### config.mk
export PLATFORM = sky130hd
export DESIGN_NAME = fixed_slot_pool_allocator
export DESIGN_NICKNAME = d
export VERILOG_FILES = /design/src/hw/rtl/fsp_pkg.sv /design/src/hw/rtl/fsp_slot_div.sv /design/src/hw/rtl/fsp_stack_ram.sv /design/src/hw/rtl/fixed_slot_pool_allocator.sv
export SDC_FILE = /design/constraint.sdc
export NUM_CORES = 2
export LEC_CHECK = 0
export ABC_AREA = 0
export BUFFER_PORTS_ARGS = -buffer_cell sky130_fd_sc_hd__buf_2
export CORE_MARGIN = 10
export CORE_UTILIZATION = 25
export CTS_CLUSTER_SIZE = 10
export DETAILED_ROUTE_END_ITERATION = 8
export GPL_ROUTABILITY_DRIVEN = 0
export SLEW_MARGIN = 20
export SYNTH_ARGS = -nofsm -noshare
export SYNTH_HDL_FRONTEND = slang
export SYNTH_SLANG_ARGS = --single-unit
### constraint.sdc
create_clock -name clock -period 11.8 [get_ports clock]
set_input_delay 2.36 -clock clock [delete_from_list [all_inputs] [get_ports clock]]
set_output_delay 2.36 -clock clock [all_outputs]
set_load 0.005 [all_outputs]
### src/hw/rtl/fsp_pkg.sv
`timescale 1ns / 1ps

package fsp_pkg;

   // Field widths
   localparam int SLOT_W  = 12;
   localparam int BLOCK_W = 13;
   localparam int ADDR_W  = 16;
   localparam int COUNT_W = 12;

   // Configuration port
   localparam int CSR_INDEX_W = 1;
   localparam int CSR_DATA_W  = BLOCK_W;
   localparam logic [CSR_INDEX_W-1:0] REG_SLOT_BYTES  = 1'd0;
   localparam logic [CSR_INDEX_W-1:0] REG_BLOCK_BYTES = 1'd1;

   // Register reset values and the slot count that follows from them
   localparam int RESET_SLOT_BYTES  = 16;
   localparam int RESET_BLOCK_BYTES = 4096;
   localparam int RESET_SLOTS_INT   = (RESET_BLOCK_BYTES - RESET_SLOT_BYTES) / RESET_SLOT_BYTES;
   localparam logic [COUNT_W-1:0] RESET_SLOTS = COUNT_W'(RESET_SLOTS_INT);

   // Slot count saturates at the counter's full range
   localparam logic [COUNT_W-1:0] SLOTS_MAX = '1;

   // Largest slot size that cannot be recycled
   localparam logic [SLOT_W-1:0] MIN_FREE_SLOT = 12'd4;

   // Divider runs one quotient bit per cycle
   localparam int DIV_STEPS = BLOCK_W;
   localparam int DIV_CNT_W = $clog2(DIV_STEPS + 1);

   // Operation codes
   typedef enum logic {
      OP_ALLOC = 1'b0,
      OP_FREE  = 1'b1
   } op_type;

   // Result status codes
   typedef enum logic [1:0] {
      ST_OK         = 2'd0,
      ST_NO_BLOCKS  = 2'd1,
      ST_FREE_SMALL = 2'd2,
      ST_FREE_FULL  = 2'd3
   } status_type;

endpackage

### src/hw/rtl/fsp_slot_div.sv
`timescale 1ns / 1ps

module fsp_slot_div
   import fsp_pkg::*;
(
   input  logic               clock,
   input  logic               reset,
   input  logic               start,
   input  logic [SLOT_W-1:0]  slot_bytes,
   input  logic [BLOCK_W-1:0] block_bytes,
   output logic               busy,
   output logic               done,
   output logic [COUNT_W-1:0] slots
);

   logic                 run_ff, run_in;
   logic                 done_ff, done_in;
   logic                 zero_ff, zero_in;
   logic [DIV_CNT_W-1:0] cnt_ff, cnt_in;
   logic [BLOCK_W-1:0]   quo_ff, quo_in;
   logic [SLOT_W-1:0]    rem_ff, rem_in;
   logic [SLOT_W-1:0]    div_ff, div_in;
   logic [BLOCK_W-1:0]   trial;
   logic [BLOCK_W-1:0]   diff;
   logic                 fits;

   // Shift in one dividend bit and try the subtract
   assign trial = {rem_ff, quo_ff[BLOCK_W-1]};
   assign diff  = trial - {1'b0, div_ff};
   assign fits  = trial >= {1'b0, div_ff};

   always_comb begin
      run_in  = run_ff;
      done_in = 1'b0;
      zero_in = zero_ff;
      cnt_in  = cnt_ff;
      quo_in  = quo_ff;
      rem_in  = rem_ff;
      div_in  = div_ff;
      if (start) begin
         // load dividend (block - slot) and divisor
         run_in  = 1'b1;
         zero_in = (slot_bytes == '0) || (block_bytes <= {1'b0, slot_bytes});
         cnt_in  = DIV_CNT_W'(DIV_STEPS);
         quo_in  = block_bytes - {1'b0, slot_bytes};
         rem_in  = '0;
         div_in  = slot_bytes;
      end else if (run_ff) begin
         // one restoring step per cycle
         rem_in = fits ? diff[SLOT_W-1:0] : trial[SLOT_W-1:0];
         quo_in = {quo_ff[BLOCK_W-2:0], fits};
         cnt_in = cnt_ff - 1'b1;
         if (cnt_ff == DIV_CNT_W'(1)) begin
            run_in  = 1'b0;
            done_in = 1'b1;
         end
      end
   end

   always_ff @(posedge clock) begin
      if (reset) begin
         run_ff  <= 1'b0;
         done_ff <= 1'b0;
      end else begin
         run_ff  <= run_in;
         done_ff <= done_in;
      end
      zero_ff <= zero_in;
      cnt_ff  <= cnt_in;
      quo_ff  <= quo_in;
      rem_ff  <= rem_in;
      div_ff  <= div_in;
   end

   // Saturate the quotient; degenerate sizes give no slots
   always_comb begin
      if (zero_ff) begin
         slots = '0;
      end else if (quo_ff[BLOCK_W-1]) begin
         slots = SLOTS_MAX;
      end else begin
         slots = quo_ff[COUNT_W-1:0];
      end
   end

   assign busy = run_ff || done_ff;
   assign done = done_ff;

endmodule

### src/hw/rtl/fsp_stack_ram.sv
`timescale 1ns / 1ps

module fsp_stack_ram
   import fsp_pkg::*;
#(
   parameter int DEPTH = 64
)(
   input  logic                     clock,
   input  logic                     wr_en,
   input  logic [$clog2(DEPTH)-1:0] wr_index,
   input  logic [ADDR_W-1:0]        wr_data,
   input  logic                     rd_en,
   input  logic [$clog2(DEPTH)-1:0] rd_index,
   output logic [ADDR_W-1:0]        rd_data
);

   logic [ADDR_W-1:0] mem_ff [DEPTH];
   logic [ADDR_W-1:0] rd_data_ff;

   // Write port
   always_ff @(posedge clock) begin
      if (wr_en) begin
         mem_ff[wr_index] <= wr_data;
      end
   end

   // Registered read port, held between reads
   always_ff @(posedge clock) begin
      if (rd_en) begin
         rd_data_ff <= mem_ff[rd_index];
      end
   end

   assign rd_data = rd_data_ff;

endmodule

### src/hw/rtl/fixed_slot_pool_allocator.sv
`timescale 1ns / 1ps
// An accepted request passes through the middle stage, then the response register.
// Throughput: one request per cycle unless a configuration write or a response stall holds them.
// A new request can enter an empty middle stage while the response waits. A configuration write
// stalls requests while the one-bit-per-cycle divider works out the slot count per block.
// Reset (synchronous) restores the registers and empties pool and stack; stack contents stay.

module fixed_slot_pool_allocator
   import fsp_pkg::*;
#(
   parameter int MAX_BLOCKS = 16,
   parameter int FREE_DEPTH = 64
)(
   input  logic                   clock,
   input  logic                   reset,
   input  logic                   req_valid,
   output logic                   req_stall,
   input  logic                   req_operation,
   input  logic [ADDR_W-1:0]      req_free_address,
   output logic                   rsp_valid,
   input  logic                   rsp_stall,
   output logic [ADDR_W-1:0]      rsp_address,
   output logic                   rsp_new_block,
   output logic [1:0]             rsp_status,
   input  logic                   csr_write_enable,
   input  logic [CSR_INDEX_W-1:0] csr_index,
   input  logic [CSR_DATA_W-1:0]  csr_write_data
);

   localparam int BLK_W = $clog2(MAX_BLOCKS + 1);
   localparam int IDX_W = $clog2(FREE_DEPTH);
   localparam int CNT_W = $clog2(FREE_DEPTH + 1);

   // Configuration and allocator state
   logic [SLOT_W-1:0]  slot_bytes_ff, slot_bytes_in;
   logic [BLOCK_W-1:0] block_bytes_ff, block_bytes_in;
   logic               start_ff;
   logic [COUNT_W-1:0] slots_per_block_ff, slots_per_block_in;
   logic [COUNT_W-1:0] uses_in_block_ff, uses_in_block_in;
   logic [ADDR_W-1:0]  bump_address_ff, bump_address_in;
   logic [BLK_W-1:0]   blocks_in_use_ff, blocks_in_use_in;
   logic [CNT_W-1:0]   freed_count_ff, freed_count_in;

   // Middle stage and response register
   logic               s1_valid_ff, s1_valid_in;
   logic               s1_from_mem_ff, s1_from_mem_in;
   logic [ADDR_W-1:0]  s1_address_ff, s1_address_in;
   logic               s1_new_block_ff, s1_new_block_in;
   status_type         s1_status_ff, s1_status_in;
   logic               rsp_valid_ff;
   logic [ADDR_W-1:0]  rsp_address_ff;
   logic               rsp_new_block_ff;
   status_type         rsp_status_ff;

   logic               div_busy;
   logic               div_done;
   logic [COUNT_W-1:0] div_slots;
   logic               cfg_busy;
   logic               s1_advance;
   logic               s1_load;
   logic               req_accept;
   logic               push;
   logic               pop;
   logic [CNT_W-1:0]   pop_count;
   logic [BLK_W+BLOCK_W-1:0] base_full;
   logic [ADDR_W-1:0]  base;
   logic [ADDR_W-1:0]  stack_rd_data;

   // Handshake
   assign cfg_busy   = csr_write_enable || start_ff || div_busy;
   assign s1_advance = !rsp_valid_ff || !rsp_stall;
   assign s1_load    = s1_advance || !s1_valid_ff;
   assign req_stall  = cfg_busy || !s1_load;
   assign req_accept = req_valid && !req_stall;

   // Configuration writes
   always_comb begin
      slot_bytes_in  = slot_bytes_ff;
      block_bytes_in = block_bytes_ff;
      if (csr_write_enable) begin
         unique case (csr_index)
            REG_SLOT_BYTES:  slot_bytes_in  = csr_write_data[SLOT_W-1:0];
            REG_BLOCK_BYTES: block_bytes_in = csr_write_data;
            default:         slot_bytes_in  = slot_bytes_ff;
         endcase
      end
   end

   fsp_slot_div u_div (
      .clock       (clock),
      .reset       (reset),
      .start       (start_ff),
      .slot_bytes  (slot_bytes_ff),
      .block_bytes (block_bytes_ff),
      .busy        (div_busy),
      .done        (div_done),
      .slots       (div_slots)
   );

   assign slots_per_block_in = div_done ? div_slots : slots_per_block_ff;

   // Base of the next pool block
   assign base_full = blocks_in_use_ff * block_bytes_ff;
   assign base      = ADDR_W'(base_full);
   assign pop_count = freed_count_ff - 1'b1;

   // Allocate and free decisions
   always_comb begin
      uses_in_block_in = uses_in_block_ff;
      bump_address_in  = bump_address_ff;
      blocks_in_use_in = blocks_in_use_ff;
      freed_count_in   = freed_count_ff;
      s1_from_mem_in   = 1'b0;
      s1_address_in    = '0;
      s1_new_block_in  = 1'b0;
      s1_status_in     = ST_OK;
      push             = 1'b0;
      pop              = 1'b0;
      unique case (op_type'(req_operation))
         OP_ALLOC: begin
            priority if (uses_in_block_ff < slots_per_block_ff) begin
               // bump through the current block
               s1_address_in    = bump_address_ff;
               bump_address_in  = bump_address_ff + ADDR_W'(slot_bytes_ff);
               uses_in_block_in = uses_in_block_ff + 1'b1;
            end else if (freed_count_ff != '0) begin
               // pop the last freed slot
               pop            = 1'b1;
               s1_from_mem_in = 1'b1;
               freed_count_in = pop_count;
            end else begin
               // open the next pool block
               s1_new_block_in = (blocks_in_use_ff != '0);
               if (blocks_in_use_ff < BLK_W'(MAX_BLOCKS)) begin
                  s1_address_in    = base;
                  blocks_in_use_in = blocks_in_use_ff + 1'b1;
                  uses_in_block_in = COUNT_W'(1);
                  bump_address_in  = base + ADDR_W'(slot_bytes_ff);
               end else begin
                  s1_status_in = ST_NO_BLOCKS;
               end
            end
         end
         OP_FREE: begin
            priority if (slot_bytes_ff <= MIN_FREE_SLOT) begin
               s1_status_in = ST_FREE_SMALL;
            end else if (freed_count_ff < CNT_W'(FREE_DEPTH)) begin
               push           = 1'b1;
               freed_count_in = freed_count_ff + 1'b1;
            end else begin
               s1_status_in = ST_FREE_FULL;
            end
         end
         default: s1_status_in = ST_OK;
      endcase
   end

   assign s1_valid_in = req_accept;

   fsp_stack_ram #(
      .DEPTH (FREE_DEPTH)
   ) u_stack (
      .clock    (clock),
      .wr_en    (req_accept && push),
      .wr_index (freed_count_ff[IDX_W-1:0]),
      .wr_data  (req_free_address),
      .rd_en    (req_accept && pop),
      .rd_index (pop_count[IDX_W-1:0]),
      .rd_data  (stack_rd_data)
   );

   // Control state
   always_ff @(posedge clock) begin
      if (reset) begin
         slot_bytes_ff      <= SLOT_W'(RESET_SLOT_BYTES);
         block_bytes_ff     <= BLOCK_W'(RESET_BLOCK_BYTES);
         start_ff           <= 1'b0;
         slots_per_block_ff <= RESET_SLOTS;
         uses_in_block_ff   <= RESET_SLOTS;
         bump_address_ff    <= '0;
         blocks_in_use_ff   <= '0;
         freed_count_ff     <= '0;
         s1_valid_ff        <= 1'b0;
         rsp_valid_ff       <= 1'b0;
      end else begin
         slot_bytes_ff      <= slot_bytes_in;
         block_bytes_ff     <= block_bytes_in;
         start_ff           <= csr_write_enable;
         slots_per_block_ff <= slots_per_block_in;
         if (req_accept) begin
            uses_in_block_ff <= uses_in_block_in;
            bump_address_ff  <= bump_address_in;
            blocks_in_use_ff <= blocks_in_use_in;
            freed_count_ff   <= freed_count_in;
         end
         if (s1_load) begin
            s1_valid_ff <= s1_valid_in;
         end
         if (s1_advance) begin
            rsp_valid_ff <= s1_valid_ff;
         end
      end
   end

   // Payload of the middle stage and the response register
   always_ff @(posedge clock) begin
      if (s1_load) begin
         s1_from_mem_ff  <= s1_from_mem_in;
         s1_address_ff   <= s1_address_in;
         s1_new_block_ff <= s1_new_block_in;
         s1_status_ff    <= s1_status_in;
      end
      if (s1_advance) begin
         rsp_address_ff   <= s1_from_mem_ff ? stack_rd_data : s1_address_ff;
         rsp_new_block_ff <= s1_new_block_ff;
         rsp_status_ff    <= s1_status_ff;
      end
   end

   assign rsp_valid     = rsp_valid_ff;
   assign rsp_address   = rsp_address_ff;
   assign rsp_new_block = rsp_new_block_ff;
   assign rsp_status    = rsp_status_ff;

endmodule
==> impl_metrics.ini <==
[synthesis]
synth_top_area_frac = 0.6623
yosysWarningCount = 0
yosysTopAreaCell = edfxtp_1
syn_area_sq_um = 50100
syn-num-nets = 2867
ys_seq_elements = 1203
async_flop_share = 0
synthTopCellsByArea = edfxtp_1 (66%), mux4_2 (15%), dfxtp_1 (3.9%)
synthCells = 2720
yosys.cell_types.count = 75
avgSynthCellArea_sq_um = 18.42
synth_edf_count = 1105
synth-seq-area-share = 0.7014
ys.flop_type = edfxtp_1

[final_layout]
antenna_cells = 0
final_area_sq_um = 57930
drive_gt1_frac = 0.2405
layout-area-overhead-vs-synth_pct = 15.62
final_cell_mix = edfxtp_1 (1105), mux4_2 (336), nand2_1 (154), clkbuf_16 (144), nor2_1 (115)
layout_commonest_cell = edfxtp_1
nNetsFinal = 3005

[routing]
dr.pass1.iters = 5
vias = 25670
wl_per_cell_microns = 22.23
drtAntennaViolNets = 0
drtIter0Drc = 2742
routed_wl_microns = 123600
drc = 0
avgViaCountPerCell = 4.615

[power_and_ir_drop]
ir_drop_mv = 0.1461
p_total_mw = 9.751
p_leak_nw = 18.29
power.density_nw_per_um2 = 168.3

[sta]
setup-tns-final_ns = 0
slew-limit-headroom = 0.2258
skew_ns = 0.06528
timing.fmax_mhz = 176.6
max_slew.worst_pin.slew_ns = 1.161
hold_viol = 0
rsz0062_at_grt = no
finalMaxSlewViolations = 0
period_share = 0.4800
setup_violations = 0
min_period_ns = 5.664

[cts]
holdBufCountCts = 0
cts-root-buf = clkbuf_16
cts_setup_buffers = 0
clk_path_buf_depth = 3
cts.clk_slew.worst_paths_ns = 0.06
cts_buffers = 140
cts_tree = built
clock_latency_ns = 0.77
cts_repair_resize_count = 0
cts_htree_levels = 4
cts_sinks = 1203

[global_routing]
antenna_found_initial = 6
grt_overflow_total = 0
grt_pass1_wl_microns = 182000
grt_start_max_net_pins = 103
track_usage = 0.1112
grt_pass1_vias = 25510

[placement]
place_area_sq_um = 53880
io_buffers = 56
hpwl_microns = 76350

[floorplanning]
die_area_sq_um = 218700
die_y_microns = 467.7
core.rowCount = 164
core-area_sq_um = 199500
io_pins = 57
die_w_microns = 467.7
initial_core_util = 0.2512

[setup_path]
cp_cell_sequence = nand2_1 -> fa_1 -> fa_1 -> fa_1 -> inv_1 -> ha_1 -> a211oi_1 -> o21ai_0 -> a21oi_1 -> o21bai_1 -> a21oi_1 -> xor2_1 -> o21ai_0 -> ha_1 -> a21o_1 -> a31o_2 -> a31oi_1 -> or4_1 -> nand3_1 -> a21oi_1
r2r-start = blocks_in_use_ff[2]$_SDFFE_PP0P_
r2r_cells = 20
critPathKind = reg -> reg
cpMaxStageDelayCell = dfxtp_1
critPathCaptureType = flip-flop
worst_ep_required_time_ns = 12.43
crit_path_end = bump_address_ff[14]$_SDFFE_PP0P_
reg2reg_slack_ns = 6.14
slowest_delay_ns = 0.68
path_buf_inv = 1
arrival_ns = 6.29
crit_path_start = blocks_in_use_ff[2]$_SDFFE_PP0P_
crit_cells = 20
crit_family = adder cells
worstSetupStartpointType = flip-flop
cp_max_fo = 17
reg2reg_to = bump_address_ff[14]$_SDFFE_PP0P_

[outcome]
status = finished clean

[worst_hold_path]
hold_path_class = reg -> reg

[flow_run]
max_cap_viol_count = 0
-- layout make-up --
class | instances | area, sq um
Clock buffer | 174 | 3746
Clock inverter | 16 | 305.3
Fill cell | 19570 | 141500
Inverter | 110 | 412.9
Multi-Input combinational cell | 1282 | 14190
Sequential cell | 1203 | 35150
Tap cell | 2656 | 3323
Timing Repair Buffer | 121 | 809.5
-- cell families (layout without fill, tap and decap cells) --
logic type / Yosys count / count (layout) / synth area share
compound gates: 239 / 239 / 0.03122
xor+xnor: 55 / 55 / 0.009764
fa+ha+maj: 111 / 111 / 0.03296
buf+inv: 235 / 421 / 0.01873
flops: 1203 / 1203 / 0.7014
mux: 365 / 365 / 0.1573
simple gates: 512 / 512 / 0.04857
-- report_power, final --
group / total, mW / internal (mW) / leakage [nW] / switching, mW
clock: 3.92 / 2.25 / 1.96 / 1.66
sequential: 4.78 / 4.72 / 10.9 / 0.0593
combinational: 1.06 / 0.426 / 5.47 / 0.631
-- synthesized netlist by cell type, types with 7 or more instances --
cell type / count
nor2b_1: 21
mux2_2: 20
o31ai_1: 11
and2_1: 46
nor2_1: 153
dfxtp_1: 98
o221ai_1: 7
or3_1: 17
and3_1: 10
o21ai_0: 41
inv_1: 109
a31oi_1: 7
nor3_1: 23
xor2_1: 27
mux2i_1: 8
nor4_1: 8
buf_1: 14
xnor2_1: 27
o21a_1: 10
fa_1: 35
nand2_1: 154
ha_1: 76
a21o_1: 13
nand3_1: 28
buf_2: 30
mux4_2: 336
edfxtp_1: 1105
nand4_1: 20
o211ai_1: 8
a211oi_1: 13
o21ai_1: 10
a21oi_1: 80
nand2b_1: 12
clkbuf_1: 78
-- state kept, by name, summed over array words and instances, names as in the netlist, 4 cells and up --
signal	flops
block_bytes_ff	13
blocks_in_use_ff	5
bump_address_ff	16
freed_count_ff	7
rsp_address	16
s1_address_ff	16
slot_bytes_ff	12
slots_per_block_ff	12
u_div.cnt_ff	4
u_div.div_ff	12
u_div.quo_ff	13
u_div.rem_ff	12
u_stack.mem_ff	1024
u_stack.rd_data	16
uses_in_block_ff	12
-- how the worst min path moves through the flow --
stage	from	to	slack, ns	depth (start not counted)
final	s1_status_ff[1]$_SDFFCE_PN0N_	rsp_status[1]$_DFFE_PP_	0.43	0
after global routing	s1_status_ff[1]$_SDFFCE_PN0N_	rsp_status[1]$_DFFE_PP_	0.45	0
after CTS	s1_status_ff[1]$_SDFFCE_PN0N_	rsp_status[1]$_DFFE_PP_	0.43	0
after detailed placement	s1_new_block_ff$_SDFFCE_PP0N_	rsp_new_block$_DFFE_PP_	0.42	0
after global placement	s1_new_block_ff$_SDFFCE_PP0N_	rsp_new_block$_DFFE_PP_	0.41	0
after floorplan	s1_new_block_ff$_SDFFCE_PP0N_	rsp_new_block$_DFFE_PP_	0.40	0
-- routing by layer --
layer | share of wire | track usage
met3 | 0.069 | 0.02253
met2 | 0.47 | 0.1708
met4 | 0.018 | 0.02806
met1 | 0.45 | 0.1603
met5 | 0 | 0
-- worst reg2reg max path, cell delays in order (launching register included) --
cell and delay (ns):
dfxtp_1 0.68, nand2_1 0.17, fa_1 0.60, fa_1 0.44, fa_1 0.51, inv_1 0.05, ha_1 0.23, a211oi_1 0.38
o21ai_0 0.16, a21oi_1 0.24, o21bai_1 0.09, a21oi_1 0.17, xor2_1 0.22, o21ai_0 0.14, ha_1 0.42, a21o_1 0.14
a31o_2 0.12, a31oi_1 0.16, or4_1 0.51, nand3_1 0.10, a21oi_1 0.08
-- per-stage QoR --
step                hold slack [ns]  cells  setup slack [ns]  utilization
CTS                          0.4331   5562             6.195       0.2905
floorplan                    0.4003   2720             6.285            -
global placement             0.4104   5371             5.716       0.2700
global route                 0.4477   5562             5.704       0.2905
detailed placement           0.4161   5372             5.651       0.2701
finish                       0.4322   5562             6.136       0.2905
No activity file was read; power rests on OpenSTA's default activity.
